### config.mk
export PLATFORM = sky130hd
export DESIGN_NAME = one_wire_bus_master_flat
export DESIGN_NICKNAME = d
export VERILOG_FILES = /design/src/hdl/owl_pkg.sv /design/src/hdl/owl_cmd_if.sv /design/src/hdl/owl_res_if.sv /design/src/hdl/one_wire_bus_master.sv /design/src/hdl/owl_cfg.sv /design/src/hdl/owl_fsm.sv /design/src/hdl/owl_out.sv /design/src/flat_wrapper.sv
export SDC_FILE = /design/constraint.sdc
export NUM_CORES = 1
export LEC_CHECK = 0
export BUFFER_PORTS_ARGS = -buffer_cell sky130_fd_sc_hd__clkbuf_2
export CORE_ASPECT_RATIO = 1.75
export CORE_UTILIZATION = 60
export CTS_CLUSTER_SIZE = 24
export DETAILED_ROUTE_END_ITERATION = 12
export PLACE_DENSITY = 0.79
export SETUP_SLACK_MARGIN = 0.3
export SLEW_MARGIN = 15
export SYNTH_ARGS = -nofsm -noshare
export SYNTH_HDL_FRONTEND = slang
export SYNTH_SLANG_ARGS = --single-unit
### constraint.sdc
create_clock -name clk -period 6.55 [get_ports clk]
set_input_delay 0.655 -clock clk [delete_from_list [all_inputs] [get_ports clk]]
set_output_delay 0.655 -clock clk [all_outputs]
set_load 0.02 [all_outputs]
### src/hdl/owl_pkg.sv
`timescale 1ns / 1ps

package owl_pkg;

	// Byte framing
	localparam int BITS_PER_BYTE = 8;
	localparam int BIT_IDX_W     = $clog2(BITS_PER_BYTE);

	// Register widths and file layout
	localparam int LONG_W      = 16;
	localparam int SHORT_W     = 8;
	localparam int CFG_IDX_W   = 3;
	localparam int CFG_DATA_W  = LONG_W;

	localparam logic [CFG_IDX_W-1:0] REG_RESET_LOW     = 3'd0;
	localparam logic [CFG_IDX_W-1:0] REG_PRESENCE_WAIT = 3'd1;
	localparam logic [CFG_IDX_W-1:0] REG_RESET_TAIL    = 3'd2;
	localparam logic [CFG_IDX_W-1:0] REG_WRITE_ONE_LOW = 3'd3;
	localparam logic [CFG_IDX_W-1:0] REG_SLOT          = 3'd4;
	localparam logic [CFG_IDX_W-1:0] REG_READ_LOW      = 3'd5;

	// Register reset values
	localparam logic [LONG_W-1:0]  RESET_LOW_DEF     = 16'd480;
	localparam logic [LONG_W-1:0]  PRESENCE_WAIT_DEF = 16'd80;
	localparam logic [LONG_W-1:0]  RESET_TAIL_DEF    = 16'd400;
	localparam logic [SHORT_W-1:0] WRITE_ONE_LOW_DEF = 8'd1;
	localparam logic [LONG_W-1:0]  SLOT_DEF          = 16'd60;
	localparam logic [SHORT_W-1:0] READ_LOW_DEF      = 8'd2;

	// Command codes
	localparam logic [1:0] REQ_RESET = 2'd0;
	localparam logic [1:0] REQ_WRITE = 2'd1;
	localparam logic [1:0] REQ_READ  = 2'd2;

	typedef enum logic [2:0] {
		PH_IDLE,
		PH_RST_LOW,
		PH_RST_WAIT,
		PH_RST_TAIL,
		PH_WR_LOW,
		PH_WR_HIGH,
		PH_RD_LOW,
		PH_RD_REC
	} owl_phase_t;

	typedef struct packed {
		logic [LONG_W-1:0]  reset_low_ticks;
		logic [LONG_W-1:0]  presence_wait_ticks;
		logic [LONG_W-1:0]  reset_tail_ticks;
		logic [SHORT_W-1:0] write_one_low_ticks;
		logic [LONG_W-1:0]  slot_ticks;
		logic [SHORT_W-1:0] read_low_ticks;
	} owl_cfg_t;

	typedef struct packed {
		logic                   cmd_valid;
		logic [1:0]             req_type;
		logic [SHORT_W-1:0]     write_data;
		logic                   bus_level;
	} owl_item_t;

	typedef struct packed {
		logic                   drive_low;
		logic                   busy_res;
		logic                   done_res;
		logic                   presence;
		logic [SHORT_W-1:0]     read_data;
	} owl_res_t;

endpackage

### src/hdl/owl_cmd_if.sv
`timescale 1ns / 1ps

interface owl_cmd_if;
	logic       valid;
	logic       ready;
	logic       cmd_valid;
	logic [1:0] req_type;
	logic [7:0] write_data;
	logic       bus_level;

	modport source (output valid, output cmd_valid, output req_type,
		output write_data, output bus_level, input ready);
	modport sink (input valid, input cmd_valid, input req_type,
		input write_data, input bus_level, output ready);
endinterface

### src/hdl/owl_res_if.sv
`timescale 1ns / 1ps

interface owl_res_if;
	logic       valid;
	logic       ready;
	logic       drive_low;
	logic       busy_res;
	logic       done_res;
	logic       presence;
	logic [7:0] read_data;

	modport source (output valid, output drive_low, output busy_res,
		output done_res, output presence, output read_data, input ready);
	modport sink (input valid, input drive_low, input busy_res,
		input done_res, input presence, input read_data, output ready);
endinterface

### src/hdl/one_wire_bus_master.sv
// A result is registered and is on the output in the cycle after its tick transfers in.
// Throughput: one tick per cycle unless res.ready holds the output; the output
// register lets a new tick enter in the same cycle the previous result is taken.
// The sequencer and counter update in a single pass of logic per tick.
// Reset (arst_n low): sequencer idle, presence and read byte cleared,
// timing registers return to their defaults, output empty.
`timescale 1ns / 1ps

module one_wire_bus_master (
	input  logic                            clk,
	input  logic                            arst_n,
	input  logic                            cfg_we,
	input  logic [owl_pkg::CFG_IDX_W-1:0]   cfg_index,
	input  logic [owl_pkg::CFG_DATA_W-1:0]  cfg_data,
	owl_cmd_if.sink                         cmd,
	owl_res_if.source                       res
);

	owl_pkg::owl_cfg_t  cfg;
	owl_pkg::owl_item_t item;
	owl_pkg::owl_res_t  res_d;
	logic               in_ready;
	logic               step_en;

	assign cmd.ready = in_ready;
	assign step_en   = cmd.valid && in_ready;

	assign item.cmd_valid  = cmd.cmd_valid;
	assign item.req_type   = cmd.req_type;
	assign item.write_data = cmd.write_data;
	assign item.bus_level  = cmd.bus_level;

	owl_cfg u_cfg (
		.clk       (clk),
		.arst_n    (arst_n),
		.cfg_we    (cfg_we),
		.cfg_index (cfg_index),
		.cfg_data  (cfg_data),
		.cfg       (cfg)
	);

	owl_fsm u_fsm (
		.clk     (clk),
		.arst_n  (arst_n),
		.step_en (step_en),
		.cfg     (cfg),
		.item    (item),
		.res_d   (res_d)
	);

	owl_out u_out (
		.clk      (clk),
		.arst_n   (arst_n),
		.load     (step_en),
		.res_d    (res_d),
		.in_ready (in_ready),
		.res      (res)
	);

endmodule

### src/hdl/owl_cfg.sv
`timescale 1ns / 1ps

module owl_cfg (
	input  logic                            clk,
	input  logic                            arst_n,
	input  logic                            cfg_we,
	input  logic [owl_pkg::CFG_IDX_W-1:0]   cfg_index,
	input  logic [owl_pkg::CFG_DATA_W-1:0]  cfg_data,
	output owl_pkg::owl_cfg_t               cfg
);

	owl_pkg::owl_cfg_t cfg_q;

	// Timing register file; writes to unused indexes fall through
	always_ff @(posedge clk or negedge arst_n) begin
		if (!arst_n) begin
			cfg_q.reset_low_ticks     <= owl_pkg::RESET_LOW_DEF;
			cfg_q.presence_wait_ticks <= owl_pkg::PRESENCE_WAIT_DEF;
			cfg_q.reset_tail_ticks    <= owl_pkg::RESET_TAIL_DEF;
			cfg_q.write_one_low_ticks <= owl_pkg::WRITE_ONE_LOW_DEF;
			cfg_q.slot_ticks          <= owl_pkg::SLOT_DEF;
			cfg_q.read_low_ticks      <= owl_pkg::READ_LOW_DEF;
		end else if (cfg_we) begin
			unique case (cfg_index)
				owl_pkg::REG_RESET_LOW:     cfg_q.reset_low_ticks     <= cfg_data;
				owl_pkg::REG_PRESENCE_WAIT: cfg_q.presence_wait_ticks <= cfg_data;
				owl_pkg::REG_RESET_TAIL:    cfg_q.reset_tail_ticks    <= cfg_data;
				owl_pkg::REG_WRITE_ONE_LOW:
					cfg_q.write_one_low_ticks <= cfg_data[owl_pkg::SHORT_W-1:0];
				owl_pkg::REG_SLOT:          cfg_q.slot_ticks          <= cfg_data;
				owl_pkg::REG_READ_LOW:
					cfg_q.read_low_ticks <= cfg_data[owl_pkg::SHORT_W-1:0];
				default: ;
			endcase
		end
	end

	assign cfg = cfg_q;

endmodule

### src/hdl/owl_fsm.sv
`timescale 1ns / 1ps

module owl_fsm (
	input  logic                 clk,
	input  logic                 arst_n,
	input  logic                 step_en,
	input  owl_pkg::owl_cfg_t    cfg,
	input  owl_pkg::owl_item_t   item,
	output owl_pkg::owl_res_t    res_d
);

	localparam int LW = owl_pkg::LONG_W;
	localparam int BW = owl_pkg::BIT_IDX_W;
	localparam int SW = owl_pkg::SHORT_W;
	localparam logic [BW-1:0] LAST_BIT = BW'(owl_pkg::BITS_PER_BYTE - 1);

	owl_pkg::owl_phase_t phase_q, phase_a, phase_n;
	logic [LW-1:0] tick_q, tick_n, tick_inc, len;
	logic [BW-1:0] bit_q, bit_n;
	logic [SW-1:0] shift_q, shift_a, shift_n;
	logic          pres_q, pres_n;
	logic [SW-1:0] rdata_q, rdata_n;
	logic          cur_bit, hit, take_cmd;

	// Command acceptance: only from idle, and only for a known request
	assign take_cmd = (phase_q == owl_pkg::PH_IDLE) && item.cmd_valid &&
		(item.req_type == owl_pkg::REQ_RESET || item.req_type == owl_pkg::REQ_WRITE ||
		 item.req_type == owl_pkg::REQ_READ);

	always_comb begin
		phase_a = phase_q;
		shift_a = shift_q;
		if (take_cmd) begin
			priority if (item.req_type == owl_pkg::REQ_RESET) begin
				phase_a = owl_pkg::PH_RST_LOW;
			end else if (item.req_type == owl_pkg::REQ_WRITE) begin
				phase_a = owl_pkg::PH_WR_LOW;
				shift_a = item.write_data;
			end else begin
				phase_a = owl_pkg::PH_RD_LOW;
				shift_a = '0;
			end
		end
	end

	// Length of the current interval
	assign cur_bit = shift_a[take_cmd ? '0 : bit_q];

	always_comb begin
		unique case (phase_a)
			owl_pkg::PH_RST_LOW:  len = cfg.reset_low_ticks;
			owl_pkg::PH_RST_WAIT: len = cfg.presence_wait_ticks;
			owl_pkg::PH_RST_TAIL: len = cfg.reset_tail_ticks;
			owl_pkg::PH_WR_LOW:
				len = cur_bit ? LW'(cfg.write_one_low_ticks) : cfg.slot_ticks;
			owl_pkg::PH_WR_HIGH:  len = cur_bit ? cfg.slot_ticks : LW'(1);
			owl_pkg::PH_RD_LOW:   len = LW'(cfg.read_low_ticks);
			owl_pkg::PH_RD_REC:   len = cfg.slot_ticks;
			owl_pkg::PH_IDLE:     len = '0;
		endcase
	end

	// Shared tick counter; a zero length behaves as one tick
	assign tick_inc = (take_cmd ? LW'(0) : tick_q) + LW'(1);
	assign hit      = (tick_inc >= len) || (tick_inc == '0);

	// Next state
	always_comb begin
		phase_n = phase_a;
		tick_n  = take_cmd ? '0 : tick_q;
		bit_n   = take_cmd ? '0 : bit_q;
		shift_n = shift_a;
		pres_n  = pres_q;
		rdata_n = rdata_q;
		if (phase_a != owl_pkg::PH_IDLE) begin
			tick_n = hit ? '0 : tick_inc;
		end
		unique case (phase_a)
			owl_pkg::PH_RST_LOW: begin
				if (hit) phase_n = owl_pkg::PH_RST_WAIT;
			end
			owl_pkg::PH_RST_WAIT: begin
				if (hit) begin
					pres_n  = ~item.bus_level;
					phase_n = (cfg.reset_tail_ticks == '0) ? owl_pkg::PH_IDLE
						: owl_pkg::PH_RST_TAIL;
				end
			end
			owl_pkg::PH_RST_TAIL: begin
				if (hit) phase_n = owl_pkg::PH_IDLE;
			end
			owl_pkg::PH_WR_LOW: begin
				if (hit) phase_n = owl_pkg::PH_WR_HIGH;
			end
			owl_pkg::PH_WR_HIGH: begin
				if (hit) begin
					if (bit_n == LAST_BIT) begin
						phase_n = owl_pkg::PH_IDLE;
					end else begin
						bit_n   = bit_n + BW'(1);
						phase_n = owl_pkg::PH_WR_LOW;
					end
				end
			end
			owl_pkg::PH_RD_LOW: begin
				if (hit) phase_n = owl_pkg::PH_RD_REC;
			end
			owl_pkg::PH_RD_REC: begin
				// sample on the first released tick of the slot
				if (!take_cmd && tick_q == '0) shift_n[bit_n] = shift_a[bit_n] | item.bus_level;
				if (hit) begin
					if (bit_n == LAST_BIT) begin
						rdata_n = shift_n;
						phase_n = owl_pkg::PH_IDLE;
					end else begin
						bit_n   = bit_n + BW'(1);
						phase_n = owl_pkg::PH_RD_LOW;
					end
				end
			end
			owl_pkg::PH_IDLE: ;
		endcase
	end

	// Result of this tick
	always_comb begin
		res_d.drive_low = (phase_a == owl_pkg::PH_RST_LOW) || (phase_a == owl_pkg::PH_WR_LOW)
			|| (phase_a == owl_pkg::PH_RD_LOW);
		res_d.busy_res  = (phase_a != owl_pkg::PH_IDLE);
		res_d.done_res  = (phase_a != owl_pkg::PH_IDLE) && (phase_n == owl_pkg::PH_IDLE);
		res_d.presence  = pres_n;
		res_d.read_data = rdata_n;
	end

	// State registers advance once per transferred tick
	always_ff @(posedge clk or negedge arst_n) begin
		if (!arst_n) begin
			phase_q <= owl_pkg::PH_IDLE;
			tick_q  <= '0;
			bit_q   <= '0;
			shift_q <= '0;
			pres_q  <= 1'b0;
			rdata_q <= '0;
		end else if (step_en) begin
			phase_q <= phase_n;
			tick_q  <= tick_n;
			bit_q   <= bit_n;
			shift_q <= shift_n;
			pres_q  <= pres_n;
			rdata_q <= rdata_n;
		end
	end

	// Checks
	a_done_busy: assert property (@(posedge clk) disable iff (!arst_n)
		step_en && res_d.done_res |-> res_d.busy_res)
		else $error("done without busy");
	a_done_idle: assert property (@(posedge clk) disable iff (!arst_n)
		step_en && res_d.done_res |=> phase_q == owl_pkg::PH_IDLE)
		else $error("command finished but sequencer not idle");
	a_hold: assert property (@(posedge clk) disable iff (!arst_n)
		!step_en |=> $stable(phase_q) && $stable(tick_q) && $stable(bit_q))
		else $error("sequencer moved without a transfer");

endmodule

### src/hdl/owl_out.sv
`timescale 1ns / 1ps

module owl_out (
	input  logic                clk,
	input  logic                arst_n,
	input  logic                load,
	input  owl_pkg::owl_res_t   res_d,
	output logic                in_ready,
	owl_res_if.source           res
);

	logic              valid_q;
	owl_pkg::owl_res_t data_q;

	// Free slot, or the held result leaves this cycle
	assign in_ready = !valid_q || res.ready;

	always_ff @(posedge clk or negedge arst_n) begin
		if (!arst_n) begin
			valid_q <= 1'b0;
		end else if (load) begin
			valid_q <= 1'b1;
		end else if (res.ready) begin
			valid_q <= 1'b0;
		end
	end

	always_ff @(posedge clk) begin
		if (load) begin
			data_q <= res_d;
		end
	end

	assign res.valid     = valid_q;
	assign res.drive_low = data_q.drive_low;
	assign res.busy_res  = data_q.busy_res;
	assign res.done_res  = data_q.done_res;
	assign res.presence  = data_q.presence;
	assign res.read_data = data_q.read_data;

endmodule
### src/flat_wrapper.sv
// flat-port wrapper written by rule: the top's interface ports become plain ports
module one_wire_bus_master_flat 
  (clk, arst_n, cfg_we, cfg_index, cfg_data, cmd_valid, cmd_cmd_valid, cmd_req_type, cmd_write_data, cmd_bus_level, cmd_ready, res_valid, res_drive_low, res_busy_res, res_done_res, res_presence, res_read_data, res_ready);
  owl_cmd_if cmd_i ();
  owl_res_if res_i ();
  input  logic clk;
  input  logic arst_n;
  input  logic cfg_we;
  input  logic [owl_pkg::CFG_IDX_W-1:0] cfg_index;
  input  logic [owl_pkg::CFG_DATA_W-1:0] cfg_data;
  input wire logic [$bits(cmd_i.valid)-1:0] cmd_valid;
  input wire logic [$bits(cmd_i.cmd_valid)-1:0] cmd_cmd_valid;
  input wire logic [$bits(cmd_i.req_type)-1:0] cmd_req_type;
  input wire logic [$bits(cmd_i.write_data)-1:0] cmd_write_data;
  input wire logic [$bits(cmd_i.bus_level)-1:0] cmd_bus_level;
  output wire logic [$bits(cmd_i.ready)-1:0] cmd_ready;
  output wire logic [$bits(res_i.valid)-1:0] res_valid;
  output wire logic [$bits(res_i.drive_low)-1:0] res_drive_low;
  output wire logic [$bits(res_i.busy_res)-1:0] res_busy_res;
  output wire logic [$bits(res_i.done_res)-1:0] res_done_res;
  output wire logic [$bits(res_i.presence)-1:0] res_presence;
  output wire logic [$bits(res_i.read_data)-1:0] res_read_data;
  input wire logic [$bits(res_i.ready)-1:0] res_ready;
  assign cmd_i.valid = cmd_valid;
  assign cmd_i.cmd_valid = cmd_cmd_valid;
  assign cmd_i.req_type = cmd_req_type;
  assign cmd_i.write_data = cmd_write_data;
  assign cmd_i.bus_level = cmd_bus_level;
  assign cmd_ready = cmd_i.ready;
  assign res_valid = res_i.valid;
  assign res_drive_low = res_i.drive_low;
  assign res_busy_res = res_i.busy_res;
  assign res_done_res = res_i.done_res;
  assign res_presence = res_i.presence;
  assign res_read_data = res_i.read_data;
  assign res_i.ready = res_ready;
  one_wire_bus_master u_core (.clk(clk), .arst_n(arst_n), .cfg_we(cfg_we), .cfg_index(cfg_index), .cfg_data(cfg_data), .cmd(cmd_i), .res(res_i));
endmodule
== Yosys cells after proc, flatten, opt, wreduce, memory -nomap -nowiden ==
Cells that the tools add are included.
Widths: inputs -> output; s select.

* Bits of input ports: 36
* Memories kept: 0
* Logic and storage cells: 112
* Register bits after elaboration: 132
* RAM bits: 0
* Output and inout port bits: 14
* Memory bits (read-only): 0
* Bits in latches: 0

* Add/subtract/negate cells: 2
* Equality and inequality tests: 15
* Bitwise logic cells: 2
* Order comparisons: 3
* $mul: 0
* Reduce and logical (&&, ||, !) cells: 31
* Multiplexer cells: 41
* Div/mod/pow operators: 0
* Shift-type cells: 0

{| class="wikitable"
|+ Operator list
! cell !! count
|-
| $pmux 16 s8 || 1
|-
| $mux 16 || 5
|-
| $mux 8 || 8
|-
| $logic_not 16->1 || 3
|-
| $mux 3 || 15
|-
| $eq 3x3->1 const B || 7
|-
| $pmux 3 s7 || 1
|-
| $add 16x1->16 const B || 1
|-
| $ge 16x16->1 || 1
|-
| $eq 3x2->1 const B || 4
|-
| $logic_not 3->1 || 4
|-
| $reduce_and 2->1 || 6
|-
| $bwmux 8 || 1
|-
| $eq 3x1->1 const B || 2
|-
| $logic_and 1x1->1 || 6
|-
| $logic_or 1x1->1 || 6
|-
| $mux 1 || 6
|-
| $lt 3x4->1 const B || 1
|-
| $mux 2 || 2
|-
| $add 3x1->3 const B || 1
|-
| $bmux 1 s3 || 1
|-
| $demux 1 s3 || 1
|-
| $ge 3x1->1 const B || 1
|-
| $reduce_bool 3->1 || 1
|-
| 8 further kinds || 9
|}

== Depth between registers and ports, before layout ==
* Depth after elaboration: 15
* Gate-level depth with buffers: 23
* Depth with buffers taken out: 18

== By module ==
A second synthesis with hierarchy kept.

* Cells, all modules: 666
* Area total of the unflattened synthesis: 7,591.0 um^2

{| class="wikitable"
|+ Modules (own cells, without submodules)
! module !! sequential area each (um^2) !! area an instance (um^2) !! instances !! cells each
|-
| owl_fsm || 975.9 || 4,092.7 || 1 || 476
|-
| owl_cfg || 2,020.7 || 3,084.2 || 1 || 174
|-
| owl_out || 385.4 || 407.9 || 1 || 15
|-
| one_wire_bus_master || 0.0 || 6.3 || 1 || 1
|}

== Worst setup path after synthesis ==
No wires, ideal clock.

* Path type: input port to flip-flop
* From: input cmd_cmd_valid
* To: register u_core.u_out.data_q (netlist bit u_core.u_out.res.done_res), data pin
* Setup time: 257 ps
* Buffers on the path: 4
* Arrival time: 5,399 ps
* Stages: 19
* Setup slack: 894 ps
* Data required time: 6,293 ps
* Cell sequence: or4b_1 -> buf_6 -> o21ai_0 -> o211ai_1 -> o211ai_1 -> o211ai_1 -> mux2i_1 -> buf_2 -> a221oi_1 -> ha_1 -> or4_1 -> a221oi_1 -> nor4_1 -> or4b_2 -> clkbuf_1 -> nor2_2 -> buf_2 -> nor3_1 -> o2111a_1

{| class="wikitable"
|+ RTL lines
! item !! RTL line !! source
|-
| start: declaration || flat_wrapper.sv:12 || <nowiki>input wire logic [$bits(cmd_i.cmd_valid)-1:0] cmd_cmd_valid;</nowiki>
|-
| end signal: assignment || owl_out.sv:30 || <nowiki>data_q <= res_d;</nowiki>
|-
| end: declaration || owl_out.sv:13 || <nowiki>owl_pkg::owl_res_t data_q;</nowiki>
|}

==> out/qor.csv <==
metric,value,unit
final_cell_mix,"105 x dfrtp_1, 96 x mux2_2, 80 x nand2_1",
final_common_cell,dfrtp_1,
worst_setup_path_end_kind,flop,
maxSlewHeadroom,35.5,%
ir_drop,0.304,mV
p_per_area,390,mW/mm^2
maxCapViolCount,0,
power,3.27,mW
die_area,0.0127,sq mm
worst_ep_required_time,6.73,ns
synth_top_cell_by_area,dfrtp_1,
vias,6071,
grt_pass1_wl,31700,microns
grt_max_degree,78,
fmax,0.168,GHz
min_path_type,in -> async,
worst_pin_slew,0.965,ns
ys_seq_elements,132,
drc,0,
initial_core_util,61.2,%
cp_common_cell,a221oi_1,
coreArea,0.0120,sq mm
synthTopCellsByArea,"dfrtp_1 36%, mux2_2 15%, dfstp_2 5.4%",
rsz0062_at_grt,no,
clockBufferDepth,2,
hold_viol_final,0,
synth.avg_cell_area,10.4,sq um
grt_remaining_overflow,0,
syn_nets,760,
die_h,148,microns
finalSetupViolCount,0,
synth_cells,706,
num_rows,53,
setup_tns,0,ns
fin_crit,5.96,ns
crit_chain,nor4b_2 > buf_4 > and2_1 > a22o_1 > o311ai_1 > o21ai_0 > and3_1 > a221oi_1 > ha_1 > or4_1 > a221oi_1 > nor4_1 > or4b_2 > nor2_4 > mux2_2 > o2111a_1,
antenna_cells,0,
crit_type,reg -> reg,
syn-cell-area,0.00735,sq mm
cts_made_buffers,17,
clkSinkCount,132,
final.setup_skew,0.0106,ns
viasPerCell,6.56,
htreeDepth,4,
die_w,85.7,microns
dr.pass1.iters,8,
ys_async_sr_fraction,90.9,%
drive_gt1_share,29.7,%
drv_slew,0,
grt_usage,32.9,%
synth_edf_count,12,
startpoint_type,flop,
clkTransAtPathRegs,0.06,ns
finalCritPeriodShare,91.1,%
ant_nets,0,
clkLatencyLatePin,0.43,ns
cts_tree,yes,
synth-seq-area-share,46.0,%
clockRootBuffer,clkbuf_16,
wl_per_cell,21.3,microns
synth_warnings,0,
gp_congestion,0.949,
slowest_delay,0.84,ns
drt-initial-drc-count,549,
hold_buffers,0,
first_global_vias,6268,
wirelength,19800,microns
p_leak,3.54,nW
critPathArrivalTime,6.14,ns
synthToLayoutAreaGrowth,14.3,%
antenna_found_initial,0,
cp_slowest_cell,or4b_2,
port_buffers,49,
io_pins,50,
synth.distinct_cells,63,
nets,802,
status,finished clean,
ys.flop_type,dfrtp_1,
yosysTopAreaCellShare,35.8,%
place_hpwl,13900,microns
worstPathMaxFanout,15,
through the flow:
| step | util, % | std cells | hold slack (ns) | instance area (sq um) | setup slack [ns] |
|---|---|---|---|---|---|
| floorplan | - | 706 | 0.359 | 7350 | 0.894 |
| detailed placement | 64.7 | 893 | 0.474 | 7770 | 0.277 |
| global placement | 64.7 | 893 | 0.467 | 7770 | 0.408 |
| global route | 69.9 | 926 | 0.278 | 8400 | 0.357 |
| finish | 69.9 | 926 | 0.231 | 8400 | 0.585 |
| CTS | 69.8 | 925 | 0.257 | 8380 | 0.366 |
layout make-up:
| class | instances | area, sq um |
|---|---|---|
| Inverter | 12 | 45.0 |
| Clock inverter | 14 | 154 |
| Clock buffer | 18 | 450 |
| Sequential cell | 132 | 3380 |
| Multi-Input combinational cell | 519 | 3780 |
| Timing Repair Buffer | 66 | 379 |
| Tap cell | 165 | 206 |
| Fill cell | 864 | 3610 |
synthesized netlist by cell type, drive strengths merged, types with 2 or more instances:
cell type / count
edfxtp: 12
nor2b: 4
a21oi: 33
mux2: 96
nand4: 10
dfrtp: 105
or4b: 2
nand4b: 2
a221o: 2
a222oi: 9
nor2: 46
nor3: 18
o211ai: 7
inv: 11
o21a: 3
mux2i: 16
buf: 12
a211o: 2
a21boi: 6
and3: 3
ha: 18
a22o: 3
dfstp: 15
o41ai: 2
o21ai: 42
or3: 2
o31ai: 11
nor4bb: 2
a31oi: 8
or4: 3
or2: 3
nor4: 17
a21o: 11
nand2b: 4
nand2: 80
nor4b: 2
and2: 8
clkbuf: 31
xnor2: 6
nand3: 14
a221oi: 15
kinds of logic (layout without fill, tap and decap cells):
| kind of cell | after synthesis | after routing | synth area share (%) |
|---|---|---|---|
| AND/OR/NAND/NOR | 222 | 222 | 15.3 |
| AO/OA/AOI/OAI | 160 | 160 | 14.6 |
| flip-flops | 132 | 132 | 46.0 |
| multiplexers | 112 | 112 | 16.9 |
| buffers and inverters | 55 | 110 | 3.24 |
| adder cells (fa/ha/maj) | 18 | 18 | 3.06 |
| XOR/XNOR | 7 | 7 | 0.834 |
flip-flops by register name, summed over array words and instances, names as in the netlist, 3 cells and up:
register,count
u_core.u_fsm.shift_q,8
u_core.u_out.res.read_data,8
u_core.u_cfg.cfg,80
u_core.u_fsm.tick_q,16
u_core.u_fsm.rdata_q,8
u_core.u_fsm.bit_q,3
u_core.u_fsm.phase_q,3
repair_timing:
| action | in CTS | in global routing |
|---|---|---|
| buffers inserted | 0 | 0 |
| endpoints found under the setup margin | 0 | 32 |
| gates resized for setup | 0 | 3 |
| endpoints found under the hold margin | 0 | 0 |
final timing paths:
| path | cells past startpoint | to | slack, ns | start |
|---|---|---|---|---|
| min | 1 | u_core.u_fsm.shift_q[5] | 0.23 | arst_n |
| min in group clk | 2 | u_core.u_out.res.valid | 0.45 | cmd_valid |
| max reg2reg | 16 | u_core.u_out.res.done_res | 0.59 | u_core.u_fsm.phase_q[2] |
| max | 16 | u_core.u_out.res.done_res | 0.59 | u_core.u_fsm.phase_q[2] |
| min reg2reg | 2 | u_core.u_fsm.shift_q[2] | 0.49 | u_core.u_fsm.shift_q[2] |
| max in group asynchronous | 2 | u_core.u_cfg.cfg[25] | 4.94 | arst_n |
per-layer routing:
layer	global-route usage (%)	share of wire, %	wire, microns	vias to the layer above
met2	60.7	56	11000	251
met5	0	0	0	-
li1	-	-	-	2721
met1	34.5	35	6860	3020
met3	4.27	4.0	797	79
met4	21.5	5.6	1100	0
worst max-delay path, delay by kind of cell (launching register included):
family | cells | cell delay, ns
AOI/OAI and AO/OA | 6 | 1.34
adders and majority gates | 1 | 0.22
DFF | 1 | 0.56
buffers and inverters | 1 | 0.27
muxes | 1 | 0.40
and+or+nand+nor | 7 | 2.92
power breakdown:
group	internal [mW]	switching (mW)	leakage [nW]
Clock	0.564	0.413	0.302
Combinational	0.465	0.655	1.67
Sequential	1.01	0.166	1.57
No activity file was read; power rests on OpenSTA's default activity.
